===== src/rtl/core/mfdi_divider.sv =====
// Pipelined restoring divider, one quotient bit per stage, with round-half-up.
module mfdi_divider #(
  parameter int FRAC_BITS = 12,
  parameter int DW = 19,
  parameter int NW = 33
) (
  input  logic                 clk,
  input  logic                 rst,
  input  logic                 en,
  input  logic                 in_valid,
  input  logic [NW-1:0]        num,
  input  logic [DW-1:0]        den,
  output logic                 out_valid,
  output logic [FRAC_BITS+1:0] quotient,
  output logic                 zero_den
);
  localparam int QW = FRAC_BITS + 2;

  logic [NW-1:0] rem [QW+1];
  logic [DW-1:0] dsr [QW+1];
  logic [QW-1:0] quo [QW+1];
  logic          zd  [QW+1];
  logic [QW:0]   vd;

  always_ff @(posedge clk) begin
    if (rst) begin
      vd <= '0;
    end else if (en) begin
      vd <= {vd[QW-1:0], in_valid};
    end
  end

  always_ff @(posedge clk) begin
    if (en) begin
      rem[0] <= num + NW'(den >> 1);
      dsr[0] <= den;
      quo[0] <= '0;
      zd[0]  <= (den == '0);
    end
  end

  for (genvar j = 0; j < QW; j++) begin : g_step
    localparam int BIT = QW - 1 - j;
    logic [NW-1:0] sh;
    assign sh = NW'(dsr[j]) << BIT;

    always_ff @(posedge clk) begin
      if (en) begin
        dsr[j+1] <= dsr[j];
        zd[j+1]  <= zd[j];
        if (rem[j] >= sh) begin
          rem[j+1] <= rem[j] - sh;
          quo[j+1] <= quo[j] | (QW'(1) << BIT);
        end else begin
          rem[j+1] <= rem[j];
          quo[j+1] <= quo[j];
        end
      end
    end
  end

  assign out_valid = vd[QW];
  assign quotient  = quo[QW];
  assign zero_den  = zd[QW];
endmodule


===== config.mk =====
export PLATFORM = sky130hd
export DESIGN_NAME = mfdi_divider
export DESIGN_NICKNAME = d
export VERILOG_FILES = /design/src/rtl/core/mfdi_divider.sv
export SDC_FILE = /design/constraint.sdc
export NUM_CORES = 2
export LEC_CHECK = 0
export BUFFER_PORTS_ARGS = -buffer_cell sky130_fd_sc_hd__buf_2
export CAP_MARGIN = 20
export CORE_ASPECT_RATIO = 0.75
export CORE_MARGIN = 2
export CORE_UTILIZATION = 25
export DETAILED_ROUTE_END_ITERATION = 10
export PLACE_DENSITY = 0.46
export SYNTH_ARGS = -nofsm -noshare
export SYNTH_HDL_FRONTEND = slang
export SYNTH_SLANG_ARGS = --single-unit

===== constraint.sdc =====
create_clock -name clk -period 6.5 [get_ports clk]
set_input_delay 1.3 -clock clk [delete_from_list [all_inputs] [get_ports clk]]
set_output_delay 1.3 -clock clk [all_outputs]
set_load 0.05 [all_outputs]

; After elaboration in Yosys (flattened, before gate mapping)
; Memory sizes are Yosys's and may differ from the RTL's.
; Index checks and enable logic that the tools add are counted.
[totals]
reg_bits = 15
ramBits = 1005
inputBits = 56
out_inout_bits = 16
memories = 4
[classes]
add_sub_neg = 15
order_cmp = 14
mux = 114
bitwise_logic = 28
n_reduce_logical = 1
[mem_list]
columns = memory, depth, word_bits, rd, rd_clocked_by_memory_dff, wr, line
row1 = rem, 15, 33, 14, 0, 15, 19  ; logic [NW-1:0] rem [QW+1];
row2 = dsr, 15, 19, 14, 0, 15, 20  ; logic [DW-1:0] dsr [QW+1];
row3 = quo, 15, 14, 15, 0, 15, 21  ; logic [QW-1:0] quo [QW+1];
row4 = zd, 15, 1, 15, 0, 15, 22  ; logic zd [QW+1];
[op_table]
columns = op, count
row1 = 2-to-1 mux 33 bit, 14
row2 = 2-to-1 mux 14 bit, 14
row3 = 2-to-1 mux 1 bit, 86
row4 = adder 33 x 18 -> 33 bit, 1
row5 = greater-or-equal comparator 33 x 19 -> 1 bit, 1
row6 = greater-or-equal comparator 33 x 20 -> 1 bit, 1
row7 = greater-or-equal comparator 33 x 21 -> 1 bit, 1
row8 = greater-or-equal comparator 33 x 22 -> 1 bit, 1
row9 = greater-or-equal comparator 33 x 23 -> 1 bit, 1
row10 = greater-or-equal comparator 33 x 24 -> 1 bit, 1
row11 = greater-or-equal comparator 33 x 25 -> 1 bit, 1
row12 = greater-or-equal comparator 33 x 26 -> 1 bit, 1
row13 = greater-or-equal comparator 33 x 27 -> 1 bit, 1
row14 = greater-or-equal comparator 33 x 28 -> 1 bit, 1
row15 = greater-or-equal comparator 33 x 29 -> 1 bit, 1
row16 = greater-or-equal comparator 33 x 30 -> 1 bit, 1
row17 = greater-or-equal comparator 33 x 31 -> 1 bit, 1
row18 = greater-or-equal comparator 33 x 32 -> 1 bit, 1
row19 = subtractor 33 x 19 -> 33 bit, 1
row20 = subtractor 33 x 20 -> 33 bit, 1
row21 = subtractor 33 x 21 -> 33 bit, 1
row22 = subtractor 33 x 22 -> 33 bit, 1
row23 = subtractor 33 x 23 -> 33 bit, 1
row24 = subtractor 33 x 24 -> 33 bit, 1
row25 = other kinds (10), 37

; Depth between registers and ports, before layout
; An unclocked memory read counts as a cell.
[depth]
depth_word = 6
depth_mapped = 14

; Least setup slack after synthesis
; No wires, ideal clock.
[synth_path]
path_kind = input -> register
from = input port num[0]
to = memory rem[0][24], data pin
arrival_time_ps = 3385
required_ps = 6242
path_slack_ps = 2858
path_stages = 11
path_cell_list = ha_1 -> fa_1 -> a211oi_1 -> o21ba_2 -> o21ai_1 -> a211oi_1 -> o31ai_1 -> a21oi_1 -> nor2_1 -> nand4_1 -> xnor2_1
[synth_rtl]
columns = element, line
row1 = start: declaration, 11  ; input logic [NW-1:0] num,
row2 = end: declaration, 19

==> results.yml <==
cells_and_area:
  layout_commonest_cell: "edfxtp_1"
  drive_gt1_share_pct: 7.45
  syn_to_final_growth_pct: 14.6
  final_net_count: 4357
  final_cell_mix: "edfxtp_1 (848), inv_1 (354), nand2_1 (305), ha_1 (284), a21oi_1 (227)"
critical_path:
  regToRegStartpoint: "rem[2][9]"
  cp-start-kind: "register"
  slowest_delay_ns: 0.69
  crit_slowest_cell: "nand2b_1"
  cp.required_ns: 6.97
  cp_max_fo: 20
  cp-end-kind: "register"
  arrival_ns: 4.71
  path_cells: "inv_1, ha_1, fa_1, nor2b_1, o21a_1, o21ai_1, a31oi_1, a31oi_2, o311ai_1, nand2b_1, buf_4, mux2_2"
  regToRegSetupSlack_ns: 2.26
  reg2regPathDepth: 12
  reg2reg_to: "rem[2][50]"
  worstSetupStartpoint: "rem[2][9]"
  crit_type: "reg2reg"
  endpoint: "rem[2][50]"
min_path:
  hp-class: "reg2reg"
synth:
  synth-seq-area-share_pct: 56.7
  synth_async_sr_flop_share_pct: 0
  synth_cell_type_count: 94
  netlist.area_leader.share_pct: 56.0
  syn-cell-area_um2: 45500
  ys_warn_count: 0
  netlist_top_cells_area: "edfxtp_1 (56%), ha_1 (7.8%), xnor2_1 (3.1%), inv_1 (2.9%), xor2_1 (2.6%)"
  synthesis.nets: 4241
  ys_seq_elements: 863
  ys.flop_type: "edfxtp_1"
  yosys.area.top_type: "edfxtp_1"
  syn_inst: 3887
  synth.avg_cell_area_um2: 11.7
  synth_edf_count: 848
die:
  initial_core_util_pct: 25.2
  die_w_um: 496
  dieArea_um2: 185000
  rows: 135
  coreArea_um2: 181000
  die_h_um: 373
  pin_count: 72
clock_network:
  hold_buffers: 0
  clk_pin_slew_ns: 0.06
  root_buffer: "clkbuf_16"
  clockBufferDepth: 3
  cts_max_level: 3
  insertion_delay_ns: 0.73
  cts_resized: 0
  postCtsSetupBuffers: 0
  clock-sinks: 863
  cts_buffers: 98
  cts_tree: "done"
run:
  maxCapViolations: 0
power:
  peakVddDrop_v: 0.000210
  p_leak_uw: 0.0197
  power_per_cell_area_nw_per_um2: 406
global_route:
  met2_usage_pct: 15.5
  use_met3_pct: 2.43
  grt_pass1_wl_mm: 171
  grt_pass1_vias: 28300
  grt_max_degree: 174
  antenna_found_initial: 2
  met1_usage_pct: 18.7
  grt_overflow: 0
  busiest_layer: "met1"
  grt_usage_pct: 11.7
sta:
  rsz0062_at_grt: "no"
  fmax_mhz: 236
  fin_hold_ws_ns: 0.394
  worst_slew_pin_slew_ns: 1.09
  slew_viol_final: 0
  hold_viol: 0
  setup_viol: 0
  finClkSkew_ns: 0.0541
  min_period_over_period_pct: 65.2
  relSlewSlack_pct: 26.7
  post-route-min-period_ns: 4.24
  final.setup.tns_ns: 0
routing:
  routed-via-count: 29400
  first_pass_iters: 8
  drt_iter0_drc: 2599
  ant_nets: 0
  viasPerCell: 4.54
  wl_per_cell_um: 16.9
  drt_wl_total_mm: 109
  drc_errors: 0
placement:
  io_buffers: 71
  routabilityCongestion: 0.864
  dpl.hpwl_mm: 81.0
outcome:
  status: "completed"
## power by group
part           switching, uW  internal, uW  leakage, uW  total, uW
Sequential               798          7690      0.00829       8490
Combinational           4040          2940      0.00979       6980
Clock                   2410          3240      0.00158       5650
## routing by layer
layer | wire (um) | part of all wire [%]
met1 | 58800 | 54
met2 | 41700 | 38
met3 | 6350 | 5.8
met4 | 2450 | 2.2
met5 | 0 | 0
## stage by stage
step           worst slack, ns  utilization (%)  power (uW)  cells  cell area (um^2)
2_1_floorplan             2.86                -       13500   3887             45500
3_3_place_gp              2.31             27.0       15500   6296             48700
3_5_place_dp              2.28             27.0       15500   6297             48800
4_1_cts                   2.25             28.8       21300   6476             52000
5_1_grt                   1.94             28.8       22600   6480             52100
6_report                  2.26             28.8       21100   6480             52100
## cells in the mapped netlist (38+ instances only)
library cell  instances
nor2_1              220
inv_1               354
xnor2_1             162
ha_1                284
nand3_1              66
nor4_1               57
nor3_1               75
edfxtp_1            848
nand2b_1             40
nand4_1              44
nand2_1             305
clkbuf_1             58
o21a_1               52
a21o_1              113
nor2b_1              38
a21oi_1             228
o21ai_0             180
o21ai_1              87
xor2_1              136
## worst max-delay path, delay by kind of cell (launching register included)
kind	cells	cell delay [ns]
AO/OA/AOI/OAI	5	1.40
AND/OR/NAND/NOR	2	0.82
adder cells (fa/ha/maj)	2	0.64
buffers and inverters	2	0.38
flip-flops	1	0.36
multiplexers	1	0.35
## cell families after synthesis
group,count (synthesis),share of synthesized area [%]
AOI/OAI and AO/OA,888,12.4
xor gates and xnor gates,298,5.74
adders and majority gates,298,8.43
buffers and inverters,442,3.72
DFF,863,56.7
muxes,79,1.88
and+or+nand+nor,1019,11.2
## worst min path at each step
stage	from	end	depth (start not counted)
after CTS	quo[7][13]	quo[8][13]	0
after detailed placement	quo[11][12]	quo[12][12]	0
after floorplan	quo[9][10]	quo[10][10]	0
after global placement	quo[8][6]	quo[9][6]	0
final	quo[7][13]	quo[8][13]	0
after global routing	quo[7][13]	quo[8][13]	0
## registers in the layout (all words and copies together), names as in the netlist
signal and flops:
rem 462, quo 105, vd 15, zd 15, dsr 266
## area by class of cell
cell class                 count  area (um^2)
fill                       18500       128000
sequential                   863        25800
multi-input combinational   2582        18100
tap                         2397         3000
clock buffer                 114         2530
inverter                     357         1340
clock inverter                65          719
timing repair buffer         101          673
antenna                        1         2.50
Note: power is estimated with default switching activity, not from simulation.
