File: src/rtl/core/mfdi_cell.sv
// One centroid stage: membership of one depth sample and accumulation of the previous one.
module mfdi_cell #(
  parameter int FRAC_BITS = 12,
  parameter int SAMPLE_COUNT = 100,
  parameter int IDX = 0,
  parameter int DW = 19,
  parameter int NW = 33
) (
  input  logic                    clk,
  input  logic                    rst,
  input  logic                    en,
  input  logic                    in_valid,
  input  logic [2:0][FRAC_BITS:0] str_in,
  input  logic [FRAC_BITS:0]      mu_in,
  input  logic [NW-1:0]           num_in,
  input  logic [DW-1:0]           den_in,
  output logic                    out_valid,
  output logic [2:0][FRAC_BITS:0] str_out,
  output logic [FRAC_BITS:0]      mu_out,
  output logic [NW-1:0]           num_out,
  output logic [DW-1:0]           den_out
);
  localparam int F   = FRAC_BITS;
  localparam int ONE = 1 << F;
  localparam int SM1 = SAMPLE_COUNT - 1;
  localparam int DS  = (IDX < SAMPLE_COUNT) ? ONE + (4 * IDX * ONE + SM1) / (2 * SM1) : 0;
  localparam int DP  = (IDX > 0) ? ONE + (4 * (IDX - 1) * ONE + SM1) / (2 * SM1) : 0;

  localparam int A0 = ONE;
  localparam int B0 = ONE;
  localparam int C0 = ((7 << F) + 2) / 5;
  localparam int D0 = ((9 << F) + 2) / 5;
  localparam int A1 = C0;
  localparam int B1 = D0;
  localparam int C1 = ((11 << F) + 2) / 5;
  localparam int D1 = ((13 << F) + 2) / 5;
  localparam int A2 = C1;
  localparam int B2 = D1;
  localparam int C2 = 3 << F;
  localparam int D2 = 3 << F;
  localparam int WR0 = (B0 > A0) ? B0 - A0 : 1;
  localparam int WF0 = (D0 > C0) ? D0 - C0 : 1;
  localparam int WR1 = (B1 > A1) ? B1 - A1 : 1;
  localparam int WF1 = (D1 > C1) ? D1 - C1 : 1;
  localparam int WR2 = (B2 > A2) ? B2 - A2 : 1;
  localparam int WF2 = (D2 > C2) ? D2 - C2 : 1;

  localparam int M0 = (IDX >= SAMPLE_COUNT) ? 0 :
                      (DS >= B0 && DS <= C0) ? ONE :
                      (DS <= A0 || DS >= D0) ? 0 :
                      (DS < B0) ? ((DS - A0) << F) / WR0 : ((D0 - DS) << F) / WF0;
  localparam int M1 = (IDX >= SAMPLE_COUNT) ? 0 :
                      (DS >= B1 && DS <= C1) ? ONE :
                      (DS <= A1 || DS >= D1) ? 0 :
                      (DS < B1) ? ((DS - A1) << F) / WR1 : ((D1 - DS) << F) / WF1;
  localparam int M2 = (IDX >= SAMPLE_COUNT) ? 0 :
                      (DS >= B2 && DS <= C2) ? ONE :
                      (DS <= A2 || DS >= D2) ? 0 :
                      (DS < B2) ? ((DS - A2) << F) / WR2 : ((D2 - DS) << F) / WF2;
  localparam int MK [3] = '{M0, M1, M2};

  logic [F:0] mu_next;

  always_comb begin
    logic [2*F+1:0] p;
    mu_next = '0;
    for (int k = 0; k < 3; k++) begin
      p = (2*F+2)'(MK[k]) * (2*F+2)'(str_in[k]);
      if (p[2*F:F] > mu_next) mu_next = p[2*F:F];
    end
  end

  always_ff @(posedge clk) begin
    if (rst) begin
      out_valid <= 1'b0;
    end else if (en) begin
      out_valid <= in_valid;
    end
  end

  always_ff @(posedge clk) begin
    if (en) begin
      str_out <= str_in;
      mu_out  <= mu_next;
      num_out <= num_in + NW'(DP) * NW'(mu_in);
      den_out <= den_in + DW'(mu_in);
    end
  end
endmodule

File: config.mk
export PLATFORM = sky130hd
export DESIGN_NAME = mfdi_cell
export DESIGN_NICKNAME = d
export VERILOG_FILES = /design/src/rtl/core/mfdi_cell.sv
export SDC_FILE = /design/constraint.sdc
export NUM_CORES = 1
export LEC_CHECK = 0
export ABC_AREA = 1
export BUFFER_PORTS_ARGS = -buffer_cell sky130_fd_sc_hd__buf_2
export CORE_AREA = 2 2 74 147
export CTS_CLUSTER_DIAMETER = 80
export DETAILED_ROUTE_END_ITERATION = 10
export DIE_AREA = 0 0 76 149
export HOLD_SLACK_MARGIN = 0.12
export PLACE_DENSITY = 0.77
export SLEW_MARGIN = 20
export SYNTH_ARGS = -nofsm -noshare
export SYNTH_HDL_FRONTEND = slang
export SYNTH_SLANG_ARGS = --single-unit
File: constraint.sdc
create_clock -name clk -period 1.9 [get_ports clk]
set_clock_uncertainty 0.1 [all_clocks]
set_input_delay 0.095 -clock clk [delete_from_list [all_inputs] [get_ports clk]]
set_output_delay 0.095 -clock clk [all_outputs]
set_load 0.02 [all_outputs]
# Yosys cells after proc, flatten, opt, wreduce, memory -nomap -nowiden
# Cells that the tools add are included.
dict set report classes {
  shift 0
  n_mux 2
  n_lt_le_gt_ge 3
  div_mod_pow 0
  n_mul 0
  bitwise 0
  n_reduce_logical 0
  n_eq_ne 0
  add_sub_neg 1
}
# cell n
set ops {}
lappend ops {{$gt 1x13->1 const A} 2}
lappend ops {{$mux 13} 2}
lappend ops {{$add 19x13->19} 1}
lappend ops {{$gt 13x1->1 const B} 1}
dict set report totals {
  rom_bits 0
  ramBits 0
  elab_cells 13
  latchBits 0
  output_inout_bits 105
  in_bits 108
  mem_count 0
  reg_bits 105
}

# Depth between registers and ports, before layout
dict set report logic_depth {
  ltp_word 5
  ltp_mapped 12
  depth_no_buf 12
}

# Worst setup path after synthesis
# No wires, ideal clock.
dict set report synth_timing {
  kind {input to register}
  start {input mu_in[0]}
  end {register den_out[16] (data pin)}
  setup_time_ps 253
  cell_stages 11
  n_path_buf 0
  required_ps 1547
  arrival_ps 1240
  path_slack_ps 307
  path_cell_list {ha_1 inv_1 fa_1 inv_1 nand3_1 nand3_1 nand2_1 nand2_1 nand3_1 nand3_1 nand2_1}
}
dict set report synth_via {
  elab_chain_cells 1
}
# item line_no
set synth_lines {}
lappend synth_lines {{from (decl)} 14} ;# input logic [FRAC_BITS:0] mu_in,
lappend synth_lines {{$add 19x13->19} 86} ;# den_out <= den_in + DW'(mu_in);
lappend synth_lines {{to (signal assigned)} 86}
lappend synth_lines {{to (decl)} 21} ;# output logic [DW-1:0] den_out
# No other way between the ends.
# A chain may end at the register's enable or synchronous reset.

# Final worst setup path
dict set report layout_timing {
  start {input en}
  end {register den_out[10] (enable)}
}
# item line_no
set layout_lines {}
lappend layout_lines {{from (decl)} 11} ;# input logic en,
# No word-level cell between the ends.

==> impl_metrics.py <==
metrics = {
    "finish": {
        "fillers": 766,
        "syn2layout_area_growth_pct": 56.9,
        "drive_gt1_frac": 0.389,
        "layout_commonest_cell": "buf_2",
        "final_util": 0.639,
        "multi_input_area_um2": 838,
        "final_cell_mix": "buf_2, edfxtp_1, nand2_1, dlygate4sd3_1, inv_1",
        "regArea_um2": 3140,
        "stdcell_count": 757,
        "layout.nets": 736,
    },
    "setup_path": {
        "timing.rr.end": "out_valid",
        "required_ps": 1760,
        "reg2reg_from": "out_valid",
        "end_kind": "flip-flop",
        "path_max_fanout": 23,
        "startpoint_type": "input port",
        "cp.arrival_ps": 1520,
        "slowest_delay_ps": 1260,
        "critPathTopFamily": "buffers and inverters",
        "rr_worst_depth": 3,
        "critical_path.cell_chain": "buf_4 > dlygate4sd3_1",
        "crit_slowest_cell": "dlygate4sd3_1",
        "path_buf_inv": 2,
        "rrSetupSlack_ps": 650,
        "path_class": "in -> reg",
    },
    "routing": {
        "vias": 3398,
        "drtAntennaViolNets": 0,
        "drcViolationCount": 0,
        "firstDrtPassIters": 4,
        "via_per_inst": 4.49,
        "routed_wl_mm": 11.7,
        "drt_iter0_drc": 165,
        "wl_per_cell_um": 15.5,
    },
    "clocking": {
        "cts_setup_buffers": 0,
        "cts_max_level": 3,
        "cts_hold_buf": 82,
        "clock-sinks": 105,
        "cts_buffers": 9,
        "clkSlewWorstSetupHoldPaths_ps": 70,
        "cts_resized": 0,
        "cts_tree": "built",
        "clock_path_buffers": 2,
        "cts_root_buf": "clkbuf_16",
        "clk_latency_ps": 330,
    },
    "timing": {
        "min_period_ps": 1660,
        "max-slew-margin-rel": 0.309,
        "worst_slack_ps": 240,
        "maxSlewViolCount": 0,
        "min_period_over_period": 0.874,
        "worstMarginPinSlew_ps": 1030,
        "fmax_mhz": 602,
        "setup_viol": 0,
        "hold_viol": 0,
        "setup_tns_ps": 0,
        "rsz0062_at_grt": "no",
        "hold_ws_ps": 141,
    },
    "flow_run": {
        "maxCapViolCount": 0,
    },
    "global_route": {
        "grt_use_total": 0.208,
        "use_met1": 0.218,
        "grt_pass1_wl_mm": 17.9,
        "overflow": 0,
        "use_met3": 0.0817,
        "grt_pass1_vias": 3422,
        "antenna_found_initial": 1,
        "use_met2": 0.370,
        "grt_max_degree": 40,
        "grt-busiest-layer": "met2",
    },
    "floorplan": {
        "die_x_um": 76,
        "core_area_um2": 10300,
        "die_area_um2": 11300,
        "initial_core_util": 0.407,
        "ios": 213,
        "dieHeight_um": 149,
        "fp-row-count": 53,
    },
    "place": {
        "dp_cells": 658,
        "place_ws_ps": 84.0,
        "port_buffers": 212,
        "dp_hpwl_mm": 7.79,
        "place.gp.congestion": 0.900,
    },
    "worst_hold_path": {
        "whs_endpoint": "num_out[7]",
        "hp-start": "en",
        "hold_path_class": "in -> reg",
        "hold_depth": 2,
    },
    "yosys": {
        "syn_inst": 317,
        "ys_seq_area_frac": 0.751,
        "synth.distinct_cells": 22,
        "syn_area_um2": 4190,
        "yosysWarnings": 0,
        "ys_ff_latch": 105,
        "synth_edf_count": 104,
        "synth_ff_type": "edfxtp_1",
        "syn-num-nets": 439,
        "ys_async_sr_fraction": 0,
        "synth_area_per_cell_um2": 13.2,
    },
    "power": {
        "p_per_area_nw_per_um2": 887,
        "vdd_drop_max_uv": 575,
        "p_leak_nw": 3.06,
    },
    "status": {
        "status": "finished clean",
    },
}
[cells by family (layout without fill, tap and decap cells)]
kind of cell               Yosys count  count (layout)  synth area share
AOI/OAI and AO/OA                    7               7           0.00836
DFF                                105             105             0.751
and+or+nand+nor                    128             128             0.131
muxes                                1               1           0.00239
adders and majority gates           14              14            0.0436
xor gates and xnor gates             7               7            0.0146
other                                0               1                 0
buffers and inverters               55             357            0.0493
[metal layers]
metal	vias to the layer above	share of wire
li1	1657	-
met1	1538	0.37
met2	176	0.50
met3	27	0.097
met4	0	0.031
met5	-	0
[power breakdown]
part / total (mW) / internal, mW / switching, mW
combinational: 1.08 / 0.431 / 0.649
clock: 1.91 / 1.06 / 0.845
sequential: 2.84 / 2.78 / 0.0533
total: 5.82 / 4.28 / 1.55
[sequential cells by signal, indices dropped and copies added, names as in the netlist]
| signal | count |
|---|---|
| out_valid | 1 |
| mu_out | 13 |
| str_out | 39 |
| num_out | 33 |
| den_out | 19 |
[synthesized netlist by cell type (2+ instances only)]
| master | number | area, um2 |
|---|---|---|
| nand3_1 | 19 | 95.1 |
| inv_2 | 2 | 7.51 |
| nand2_2 | 3 | 18.8 |
| nor3_1 | 4 | 20.0 |
| clkbuf_1 | 13 | 48.8 |
| xor2_1 | 6 | 52.6 |
| ha_1 | 13 | 163 |
| nor2_1 | 12 | 45.0 |
| nand2_1 | 82 | 308 |
| nand4_1 | 2 | 12.5 |
| a21oi_1 | 7 | 35.0 |
| inv_1 | 40 | 150 |
| or2_1 | 2 | 12.5 |
| edfxtp_1 | 104 | 3120 |
[per-stage QoR]
stage	power [mW]	cell area, um2
global placement	3.80	5420
CTS	5.84	6570
finish	5.82	6570
global route	6.05	6570
floorplan	3.39	4190
detailed placement	3.81	5420
[area by class of cell]
type | count | share of cell area
diodes | 1 | 0.000381
clock buffers | 9 | 0.0343
clock inverters | 7 | 0.0147
inverters | 42 | 0.0240
multi-input cells | 157 | 0.128
flip-flops and latches | 105 | 0.478
well taps | 137 | 0.0261
repair buffers | 299 | 0.294
[worst max-delay path by stage]
stage	start	endpoint	slack [ps]	cells after the start
after detailed placement	mu_in[0]	den_out[16]	80	12
after CTS	en	den_out[10]	240	2
final	en	den_out[10]	240	2
after global routing	en	den_out[4]	160	2
after global placement	mu_in[0]	den_out[16]	130	12
after floorplan	mu_in[0]	den_out[16]	310	11
(Power assumes the default switching activity.)
