===== src/rtl/core/mfdi_pkg.sv =====
// Shared constants and the rule table of the fuzzy depth inference block.
package mfdi_pkg;

  localparam int IO_FRAC = 12;
  localparam int IN_W    = 16;
  localparam int DEPTH_W = 14;

  localparam logic [IN_W-1:0] ENT_HI  = 16'd24576;
  localparam logic [IN_W-1:0] UNIT_HI = 16'd4096;

  localparam logic [DEPTH_W-1:0] DEPTH_DEFAULT = 14'd8192;
  localparam logic [DEPTH_W-1:0] DEPTH_MIN     = 14'd4096;
  localparam logic [DEPTH_W-1:0] DEPTH_MAX     = 14'd12288;

  typedef enum logic [1:0] {
    DEP_SHALLOW  = 2'd0,
    DEP_MODERATE = 2'd1,
    DEP_DEEP     = 2'd2
  } depth_class_t;

  // Rule consequent, indexed by entropy*9 + edge*3 + pressure set.
  localparam depth_class_t RULE_CLASS [27] = '{
    DEP_SHALLOW,  DEP_SHALLOW,  DEP_MODERATE,
    DEP_SHALLOW,  DEP_MODERATE, DEP_MODERATE,
    DEP_MODERATE, DEP_MODERATE, DEP_DEEP,
    DEP_SHALLOW,  DEP_MODERATE, DEP_MODERATE,
    DEP_MODERATE, DEP_MODERATE, DEP_DEEP,
    DEP_MODERATE, DEP_DEEP,     DEP_DEEP,
    DEP_MODERATE, DEP_MODERATE, DEP_DEEP,
    DEP_MODERATE, DEP_DEEP,     DEP_DEEP,
    DEP_DEEP,     DEP_DEEP,     DEP_DEEP
  };

endpackage


===== src/rtl/core/mfdi_member.sv =====
// Three-stage trapezoid membership evaluator with reciprocal-multiply slopes.
module mfdi_member #(
  parameter int FRAC_BITS = 12,
  parameter int XW = 15,
  parameter int A = 0,
  parameter int B = 0,
  parameter int C = 0,
  parameter int D = 0
) (
  input  logic                 clk,
  input  logic                 en,
  input  logic [XW-1:0]        x,
  output logic [FRAC_BITS:0]   memb
);
  localparam int F  = FRAC_BITS;
  localparam int K  = 3 * F + 2;
  localparam int RW = 2 * F + 5;
  localparam int PW = F + 1 + RW;
  localparam int WR = (B > A) ? B - A : 1;
  localparam int WF = (D > C) ? D - C : 1;
  // Rounded-up reciprocals; exact for every slope offset below the width.
  localparam logic [63:0] MR = ((64'd1 << K) + 64'(WR) - 64'd1) / 64'(WR);
  localparam logic [63:0] MF = ((64'd1 << K) + 64'(WF) - 64'd1) / 64'(WF);

  logic          full1, zero1, rise1;
  logic [XW-1:0] t1;
  logic          full2, zero2;
  logic [PW-1:0] prod2;

  always_ff @(posedge clk) begin
    if (en) begin
      full1 <= (x >= XW'(B)) && (x <= XW'(C));
      zero1 <= (x <= XW'(A)) || (x >= XW'(D));
      rise1 <= x < XW'(B);
      t1    <= (x < XW'(B)) ? x - XW'(A) : XW'(D) - x;
    end
  end

  always_ff @(posedge clk) begin
    if (en) begin
      full2 <= full1;
      zero2 <= zero1;
      prod2 <= PW'(t1[F:0]) * PW'(rise1 ? MR[RW-1:0] : MF[RW-1:0]);
    end
  end

  always_ff @(posedge clk) begin
    if (en) begin
      if (full2) begin
        memb <= {1'b1, F'(0)};
      end else if (zero2) begin
        memb <= '0;
      end else begin
        memb <= prod2[K-F +: F+1];
      end
    end
  end
endmodule


===== src/rtl/core/mfdi_fuzzify.sv =====
// Feature clamp, fuzzification and min/max rule evaluation (five stages).
module mfdi_fuzzify #(
  parameter int FRAC_BITS = 12
) (
  input  logic                             clk,
  input  logic                             rst,
  input  logic                             en,
  input  logic                             in_valid,
  input  logic signed [mfdi_pkg::IN_W-1:0] entropy_level,
  input  logic signed [mfdi_pkg::IN_W-1:0] edge_strength,
  input  logic signed [mfdi_pkg::IN_W-1:0] pressure_level,
  output logic                             out_valid,
  output logic [2:0][FRAC_BITS:0]          strength
);
  import mfdi_pkg::*;

  localparam int F   = FRAC_BITS;
  localparam int XW  = F + 3;
  localparam int MW  = F + 1;
  localparam int SHL = (F >= IO_FRAC) ? F - IO_FRAC : 0;
  localparam int SHR = (F >= IO_FRAC) ? 0 : IO_FRAC - F;

  localparam int E15 = ((3 << F) + 1) / 2;
  localparam int E25 = ((5 << F) + 1) / 2;
  localparam int E35 = ((7 << F) + 1) / 2;
  localparam int E45 = ((9 << F) + 1) / 2;
  localparam int E30 = 3 << F;
  localparam int E60 = 6 << F;
  localparam int G20 = ((1 << F) + 2) / 5;
  localparam int G35 = ((7 << F) + 10) / 20;
  localparam int G65 = ((13 << F) + 10) / 20;
  localparam int G80 = ((4 << F) + 2) / 5;
  localparam int P25 = ((1 << F) + 2) / 4;
  localparam int P40 = ((2 << F) + 2) / 5;
  localparam int P60 = ((3 << F) + 2) / 5;
  localparam int P75 = ((3 << F) + 2) / 4;
  localparam int ONE = 1 << F;

  function automatic logic [XW-1:0] take_feature(input logic signed [IN_W-1:0] raw,
                                                 input logic [IN_W-1:0] hi);
    logic [IN_W-1:0] c;
    logic [31:0]     w;
    if (raw < 0) begin
      c = '0;
    end else if ($unsigned(raw) > hi) begin
      c = hi;
    end else begin
      c = $unsigned(raw);
    end
    w = (32'(c) << SHL) >> SHR;
    return w[XW-1:0];
  endfunction

  logic [4:0]    vp;
  logic [XW-1:0] e_q, g_q, p_q;
  logic [MW-1:0] me [3];
  logic [MW-1:0] mg [3];
  logic [MW-1:0] mp [3];
  logic [2:0][MW-1:0] str_next;

  always_ff @(posedge clk) begin
    if (rst) begin
      vp <= '0;
    end else if (en) begin
      vp <= {vp[3:0], in_valid};
    end
  end

  always_ff @(posedge clk) begin
    if (en) begin
      e_q <= take_feature(entropy_level, ENT_HI);
      g_q <= take_feature(edge_strength, UNIT_HI);
      p_q <= take_feature(pressure_level, UNIT_HI);
    end
  end

  mfdi_member #(.FRAC_BITS(F), .XW(XW), .A(0),   .B(0),   .C(E15), .D(E30)) u_e0 (
    .clk(clk), .en(en), .x(e_q), .memb(me[0]));
  mfdi_member #(.FRAC_BITS(F), .XW(XW), .A(E15), .B(E25), .C(E35), .D(E45)) u_e1 (
    .clk(clk), .en(en), .x(e_q), .memb(me[1]));
  mfdi_member #(.FRAC_BITS(F), .XW(XW), .A(E30), .B(E45), .C(E60), .D(E60)) u_e2 (
    .clk(clk), .en(en), .x(e_q), .memb(me[2]));
  mfdi_member #(.FRAC_BITS(F), .XW(XW), .A(0),   .B(0),   .C(G20), .D(G35)) u_g0 (
    .clk(clk), .en(en), .x(g_q), .memb(mg[0]));
  mfdi_member #(.FRAC_BITS(F), .XW(XW), .A(G20), .B(G35), .C(G65), .D(G80)) u_g1 (
    .clk(clk), .en(en), .x(g_q), .memb(mg[1]));
  mfdi_member #(.FRAC_BITS(F), .XW(XW), .A(G65), .B(G80), .C(ONE), .D(ONE)) u_g2 (
    .clk(clk), .en(en), .x(g_q), .memb(mg[2]));
  mfdi_member #(.FRAC_BITS(F), .XW(XW), .A(0),   .B(0),   .C(P25), .D(P40)) u_p0 (
    .clk(clk), .en(en), .x(p_q), .memb(mp[0]));
  mfdi_member #(.FRAC_BITS(F), .XW(XW), .A(P25), .B(P40), .C(P60), .D(P75)) u_p1 (
    .clk(clk), .en(en), .x(p_q), .memb(mp[1]));
  mfdi_member #(.FRAC_BITS(F), .XW(XW), .A(P60), .B(P75), .C(ONE), .D(ONE)) u_p2 (
    .clk(clk), .en(en), .x(p_q), .memb(mp[2]));

  always_comb begin
    logic [MW-1:0] w;
    int            c;
    str_next = '0;
    for (int i = 0; i < 3; i++) begin
      for (int j = 0; j < 3; j++) begin
        for (int k = 0; k < 3; k++) begin
          w = me[i];
          if (mg[j] < w) w = mg[j];
          if (mp[k] < w) w = mp[k];
          c = int'(RULE_CLASS[i * 9 + j * 3 + k]);
          if (w > str_next[c]) str_next[c] = w;
        end
      end
    end
  end

  always_ff @(posedge clk) begin
    if (en) begin
      strength <= str_next;
    end
  end

  assign out_valid = vp[4];
endmodule


===== config.mk =====
export PLATFORM = sky130hd
export DESIGN_NAME = mfdi_fuzzify
export DESIGN_NICKNAME = d
export VERILOG_FILES = /design/src/rtl/core/mfdi_pkg.sv /design/src/rtl/core/mfdi_member.sv /design/src/rtl/core/mfdi_fuzzify.sv
export SDC_FILE = /design/constraint.sdc
export NUM_CORES = 2
export LEC_CHECK = 0
export BUFFER_PORTS_ARGS = -buffer_cell sky130_fd_sc_hd__buf_2
export CAP_MARGIN = 20
export CORE_MARGIN = 10
export CORE_UTILIZATION = 25
export DETAILED_ROUTE_END_ITERATION = 8
export PLACE_DENSITY = 0.48
export SYNTH_ARGS = -nofsm -noshare
export SYNTH_HDL_FRONTEND = slang
export SYNTH_SLANG_ARGS = --single-unit

===== constraint.sdc =====
create_clock -name clk -period 80 [get_ports clk]
set_input_delay 20 -clock clk [delete_from_list [all_inputs] [get_ports clk]]
set_output_delay 20 -clock clk [all_outputs]
set_load 0.01 [all_outputs]

# [Yosys cells after proc, flatten, opt, wreduce, memory -nomap -nowiden]
# Index checks and enable logic that the tools add are counted.
[totals] output_inout_bits=40 in_bits=52 reg_bits=686 wordCells=335
[classes] magnitude_cmp=104 mul=8 reduce_logical=30 n_addsub=15 n_mux=90
[op_table] cell="$mux 13" count=83
[op_table] cell="$lt 13x13->1" count=36
[op_table] cell="$gt 13x13->1" count=24
[op_table] cell="$mul 13x29->39" count=4
[op_table] cell="$mux 29" count=4
[op_table] cell="$mul 13x26->39" count=2
[op_table] cell="$mux 26" count=2
[op_table] cell="$lt 16x1->1 const B" count=3
[op_table] cell="$ge 15x1->1 const B" count=3
[op_table] cell="$le 15x1->1 const B" count=3
[op_table] cell="$le 15x13->1 const B" count=3
[op_table] cell="$lt 15x1->1 const B" count=3
[op_table] cell="$gt 13x1->1 const B" count=3
[op_table] cell="$mul 13x29->39 const B" count=1
[op_table] cell="$sub 12x13->13 const A" count=3
[op_table] cell="$sub 13x13->13 const A" count=3
[op_table] cell="$mul 13x25->35 const B" count=1
[op_table] cell="$gt 16x13->1 const B" count=2
[op_table] cell="$ge 15x11->1 const B" count=2
[op_table] cell="$ge 15x12->1 const B" count=2
[op_table] cell="$ge 15x13->1 const B" count=2
[op_table] cell="$ge 15x14->1 const B" count=2
[op_table] cell="$ge 15x15->1 const B" count=2
[op_table] cell="$le 15x12->1 const B" count=2
[op_table] cell="other kinds (19)" count=52

# [Depth between registers and ports, before layout]
[depth] ltp_word=30 ltp_mapped=182 depth_no_buf=163

# [By module]
# From an unflattened synthesis, not the netlist that was laid out.
[hier_totals] hier_cells=8933 hier_area_um2=82680.5
[modules_own_cells] module="mfdi_fuzzify" n_inst=1 seq_area_each_um2=2622.5 cells_per_inst=3937 area_each_um2=31303.8
[modules_own_cells] module="mfdi_member at u_p1" n_inst=1 seq_area_each_um2=1291.2 cells_per_inst=689 area_each_um2=7045.5
[modules_own_cells] module="mfdi_member at u_p2" n_inst=1 seq_area_each_um2=1321.3 cells_per_inst=707 area_each_um2=7031.7
[modules_own_cells] module="mfdi_member at u_p0" n_inst=1 seq_area_each_um2=1291.2 cells_per_inst=638 area_each_um2=6737.7
[modules_own_cells] module="mfdi_member at u_g2" n_inst=1 seq_area_each_um2=1321.3 cells_per_inst=702 area_each_um2=6578.8
[modules_own_cells] module="mfdi_member at u_g1" n_inst=1 seq_area_each_um2=1291.2 cells_per_inst=601 area_each_um2=6138.4
[modules_own_cells] module="mfdi_member at u_g0" n_inst=1 seq_area_each_um2=1291.2 cells_per_inst=590 area_each_um2=6002.0
[modules_own_cells] module="mfdi_member at u_e2" n_inst=1 seq_area_each_um2=1321.3 cells_per_inst=488 area_each_um2=5033.6
[modules_own_cells] module="mfdi_member at u_e0" n_inst=1 seq_area_each_um2=1291.2 cells_per_inst=467 area_each_um2=5023.6
[modules_own_cells] module="mfdi_member at u_e1" n_inst=1 seq_area_each_um2=1291.2 cells_per_inst=114 area_each_um2=1785.5

# [Worst setup path before layout]
# OpenSTA, ideal clock, no wires.
[synth_timing] path_kind="register to register" from="register u_g0.memb[5]" to="register strength[17] (netlist name), data pin" setup_slack_ns=49.222 setup_ns=0.273 t_arrival_ns=30.505 t_required_ns=79.727 path_stages_with_launch=175 period_less_slack_ns=30.778 path_cell_list="edfxtp_1 > ha_1 > and4_1 > o21ai_0 > o211a_4 > nor2_4 > buf_4 > mux2_2 > inv_1 > ha_1 > a21o_1 > a221o_1 > a21oi_1 > and2_1 > a31oi_1 > a21oi_1 > buf_4 > a21oi_1 > [139 not listed] > nand2_1 > o31ai_1 > ha_1 > nor2b_1 > o21a_1 > o21ai_0 > nand2b_1 > a21oi_1 > o21ai_0 > a21oi_1 > nor2b_1 > o21ai_0 > nand2b_1 > a21oi_1 > a41o_1 > buf_1 > clkbuf_1 > o221ai_1"
[synth_rtl] element="start: declaration" line_no="mfdi_member.sv:13" rtl="output logic [FRAC_BITS:0] memb"
[synth_rtl] element="start signal: assignment" line_no="mfdi_member.sv:50" rtl="memb <= {1'b1, F'(0)};"
[synth_rtl] element="start signal: assignment" line_no="mfdi_member.sv:54" rtl="memb <= prod2[K-F +: F+1];"
[synth_rtl] element="end signal: assignment" line_no="mfdi_fuzzify.sv:115" rtl="strength <= str_next;"
[synth_rtl] element="end: declaration" line_no="mfdi_fuzzify.sv:13" rtl="output logic [2:0][FRAC_BITS:0] strength"

==> impl_metrics.ini <==
[outcome]
status = completed

[setup_path]
worst-setup-path-type = reg -> reg
worst-r2r-setup-slack_ps = 44830
crit_path_top_delay_cell = nor2_1
crit_fanout = 28
critPathLaunchType = flip-flop
max_stage_delay_ps = 790
crit_required_ps = 80600
critical_path_arrival_ps = 35770
worstSetupEndpointType = flip-flop
cp_common_cell = o21a_1

[synthesis]
synthCells = 7900
synth_seq_cells = 474
synthTopCellsByArea = ha_1 26%, edfxtp_1 18%, fa_1 17%
yosys_most_used_dff = edfxtp_1
synth_area_mm2 = 0.07635
yosysTopAreaCell = ha_1
netlist.area_leader.share = 0.2591
netlist-cell-type-count = 109
yosys_warnings = 0
async_flop_share = 0
syn_avg_cell_area_um2 = 9.664
synth_edf_count = 469
yosysSeqAreaShare = 0.1858

[drt]
top_layer_used = met5
vias = 59680
route.met2.wl_um = 119000
drc = 0
drt_first_pass_iters = 7
post_drt_wl_per_cell_um = 22.58
met1Wirelength_um = 123700
drt-total-wl_um = 273500
viasPerCell = 4.927
drtAntennaViolNets = 0
wl_met3_um = 17710
drt_iter0_markers = 4711

[placed_design]
dpl.hpwl_um = 224500
globalplace.congestion = 0.9713
io_buffers = 91

[global_routing]
antenna_found_initial = 13
grtUsageTotal = 0.1634
grt.overflow.total = 0
grt_max_degree = 173
grt_pass1_vias = 61592
grt_pass1_wl_um = 407200

[floorplanning]
die_w_um = 572.6
pin_count = 92
rows = 202
die-area_mm2 = 0.3279
dieHeight_um = 572.6
coreArea_mm2 = 0.3035
start_util = 0.2515

[clock_network]
cts_tree = built
clock-root-buffer = clkbuf_16
post-cts-setup-buffers = 0
cts_sinks = 474
postCtsHoldBufs = 0
numCtsBuffers = 61
ctsResizeCount = 0
clk_path_buf_depth = 3
clk_pin_slew_ps = 70
htreeDepth = 2
clk_latency_ps = 790

[sta]
hold_violations = 0
layout_min_cycle_time_ps = 35170
worst_slew_pin_slew_ps = 1423
slew_headroom = 0.05112
finalSetupViolations = 0
rsz0062_at_grt = no
max_freq_mhz = 28.43
post-route-period-util = 0.4397
fin_skew_ps = 90.63
final.setup.tns_ps = 0
slew_viol_final = 0

[final_layout]
final_common_cell = ha_1
layout_common_cells = 1581 x ha_1, 1183 x inv_1, 630 x fa_1
synthToLayoutAreaGrowth_pct = 10.23
drive_gt1_frac = 0.07598
fin_nets = 10239

[job]
drv_cap = 0

[hold_path]
hold_path.class = reg -> reg
flip-flops by register name (all words and copies together), names as in the netlist, 14 cells and up:
signal,cells
g_q,15
p_q,15
u_e0.prod2,14
e_q,15
strength,39
synth_stat cells (all sizes together) (21+ instances only):
master / number
nand2: 316
a31oi: 67
mux2i: 163
xnor2: 133
nor4: 36
o221ai: 21
or3: 40
clkbuf: 159
and2: 200
or2: 42
a211oi: 38
a21o: 260
and3: 27
nor3: 122
nand2b: 71
edfxtp: 469
xor2: 50
o22ai: 25
o211ai: 31
nor2: 423
buf: 47
nand4: 113
nor2b: 94
a221oi: 28
o21a: 155
o31ai: 27
mux2: 203
nand3: 97
inv: 1183
fa: 630
a21oi: 439
ha: 1581
o21ai: 351
per-layer routing:
| layer | up-vias | global-route usage |
|---|---|---|
| li1 | 27999 | - |
| met1 | 29131 | 0.2241 |
| met2 | 2001 | 0.2573 |
| met3 | 541 | 0.02468 |
| met4 | 8 | 0.06512 |
| met5 | - | 0 |
kinds of logic (layout without fill, tap and decap cells):
| logic type | after synthesis | count (layout) | share of synthesized area |
|---|---|---|---|
| adder cells (fa/ha/maj) | 2213 | 2213 | 0.4246 |
| AO/OA/AOI/OAI | 1639 | 1639 | 0.1401 |
| AND/OR/NAND/NOR | 1632 | 1632 | 0.1077 |
| buffers and inverters | 1392 | 1517 | 0.06929 |
| flip-flops | 474 | 474 | 0.1858 |
| multiplexers | 366 | 366 | 0.05152 |
| XOR/XNOR | 183 | 183 | 0.02099 |
| other | 1 | 8 | 0.00004912 |
critical path, delay by kind of cell (launching register included):
family,cells,cell delay [ps]
compound gates,95,19290
simple gates,37,8010
fa+ha+maj,14,4270
buf+inv,8,1820
mux,3,1170
flops,1,420
worst paths after layout:
check / depth (start not counted) / end / from
setup / recovery: 157 / strength[17]$_DFFE_PP_ / u_e0.memb[10]$_SDFFCE_PP0P_
setup reg to reg: 157 / strength[17]$_DFFE_PP_ / u_e0.memb[10]$_SDFFCE_PP0P_
hold reg to reg: 0 / u_e1.prod2[34]$_DFFE_PP_ / u_e1.t1[8]$_DFFE_PP_
hold / removal: 0 / u_e1.prod2[34]$_DFFE_PP_ / u_e1.t1[8]$_DFFE_PP_
stage by stage:
stage	setup slack, ps	hold WS [ps]	utilization	cell area, µm²	cells
finish	44830	417.3	0.2773	84160	12112
global route	41930	433.1	0.2772	84150	12109
CTS	45250	420.3	0.2771	84120	12104
detailed placement	45340	409.2	0.2702	82020	11989
global placement	45330	405.6	0.2702	82010	11987
floorplan	49220	400.3	-	76360	7903
area by class of cell:
cell class / instances / area (µm²)
fill: 31969 / 219400
multi-input combinational: 6037 / 56900
sequential: 474 / 14180
tap: 4080 / 5105
inverter: 1186 / 4452
clock buffer: 70 / 1560
timing repair buffer: 216 / 1411
clock inverter: 45 / 538.0
antenna: 4 / 10.01
Power is left out: the tool's default activity adds up to more than one toggle a clock period on the data nets, which glitch-free logic cannot reach.
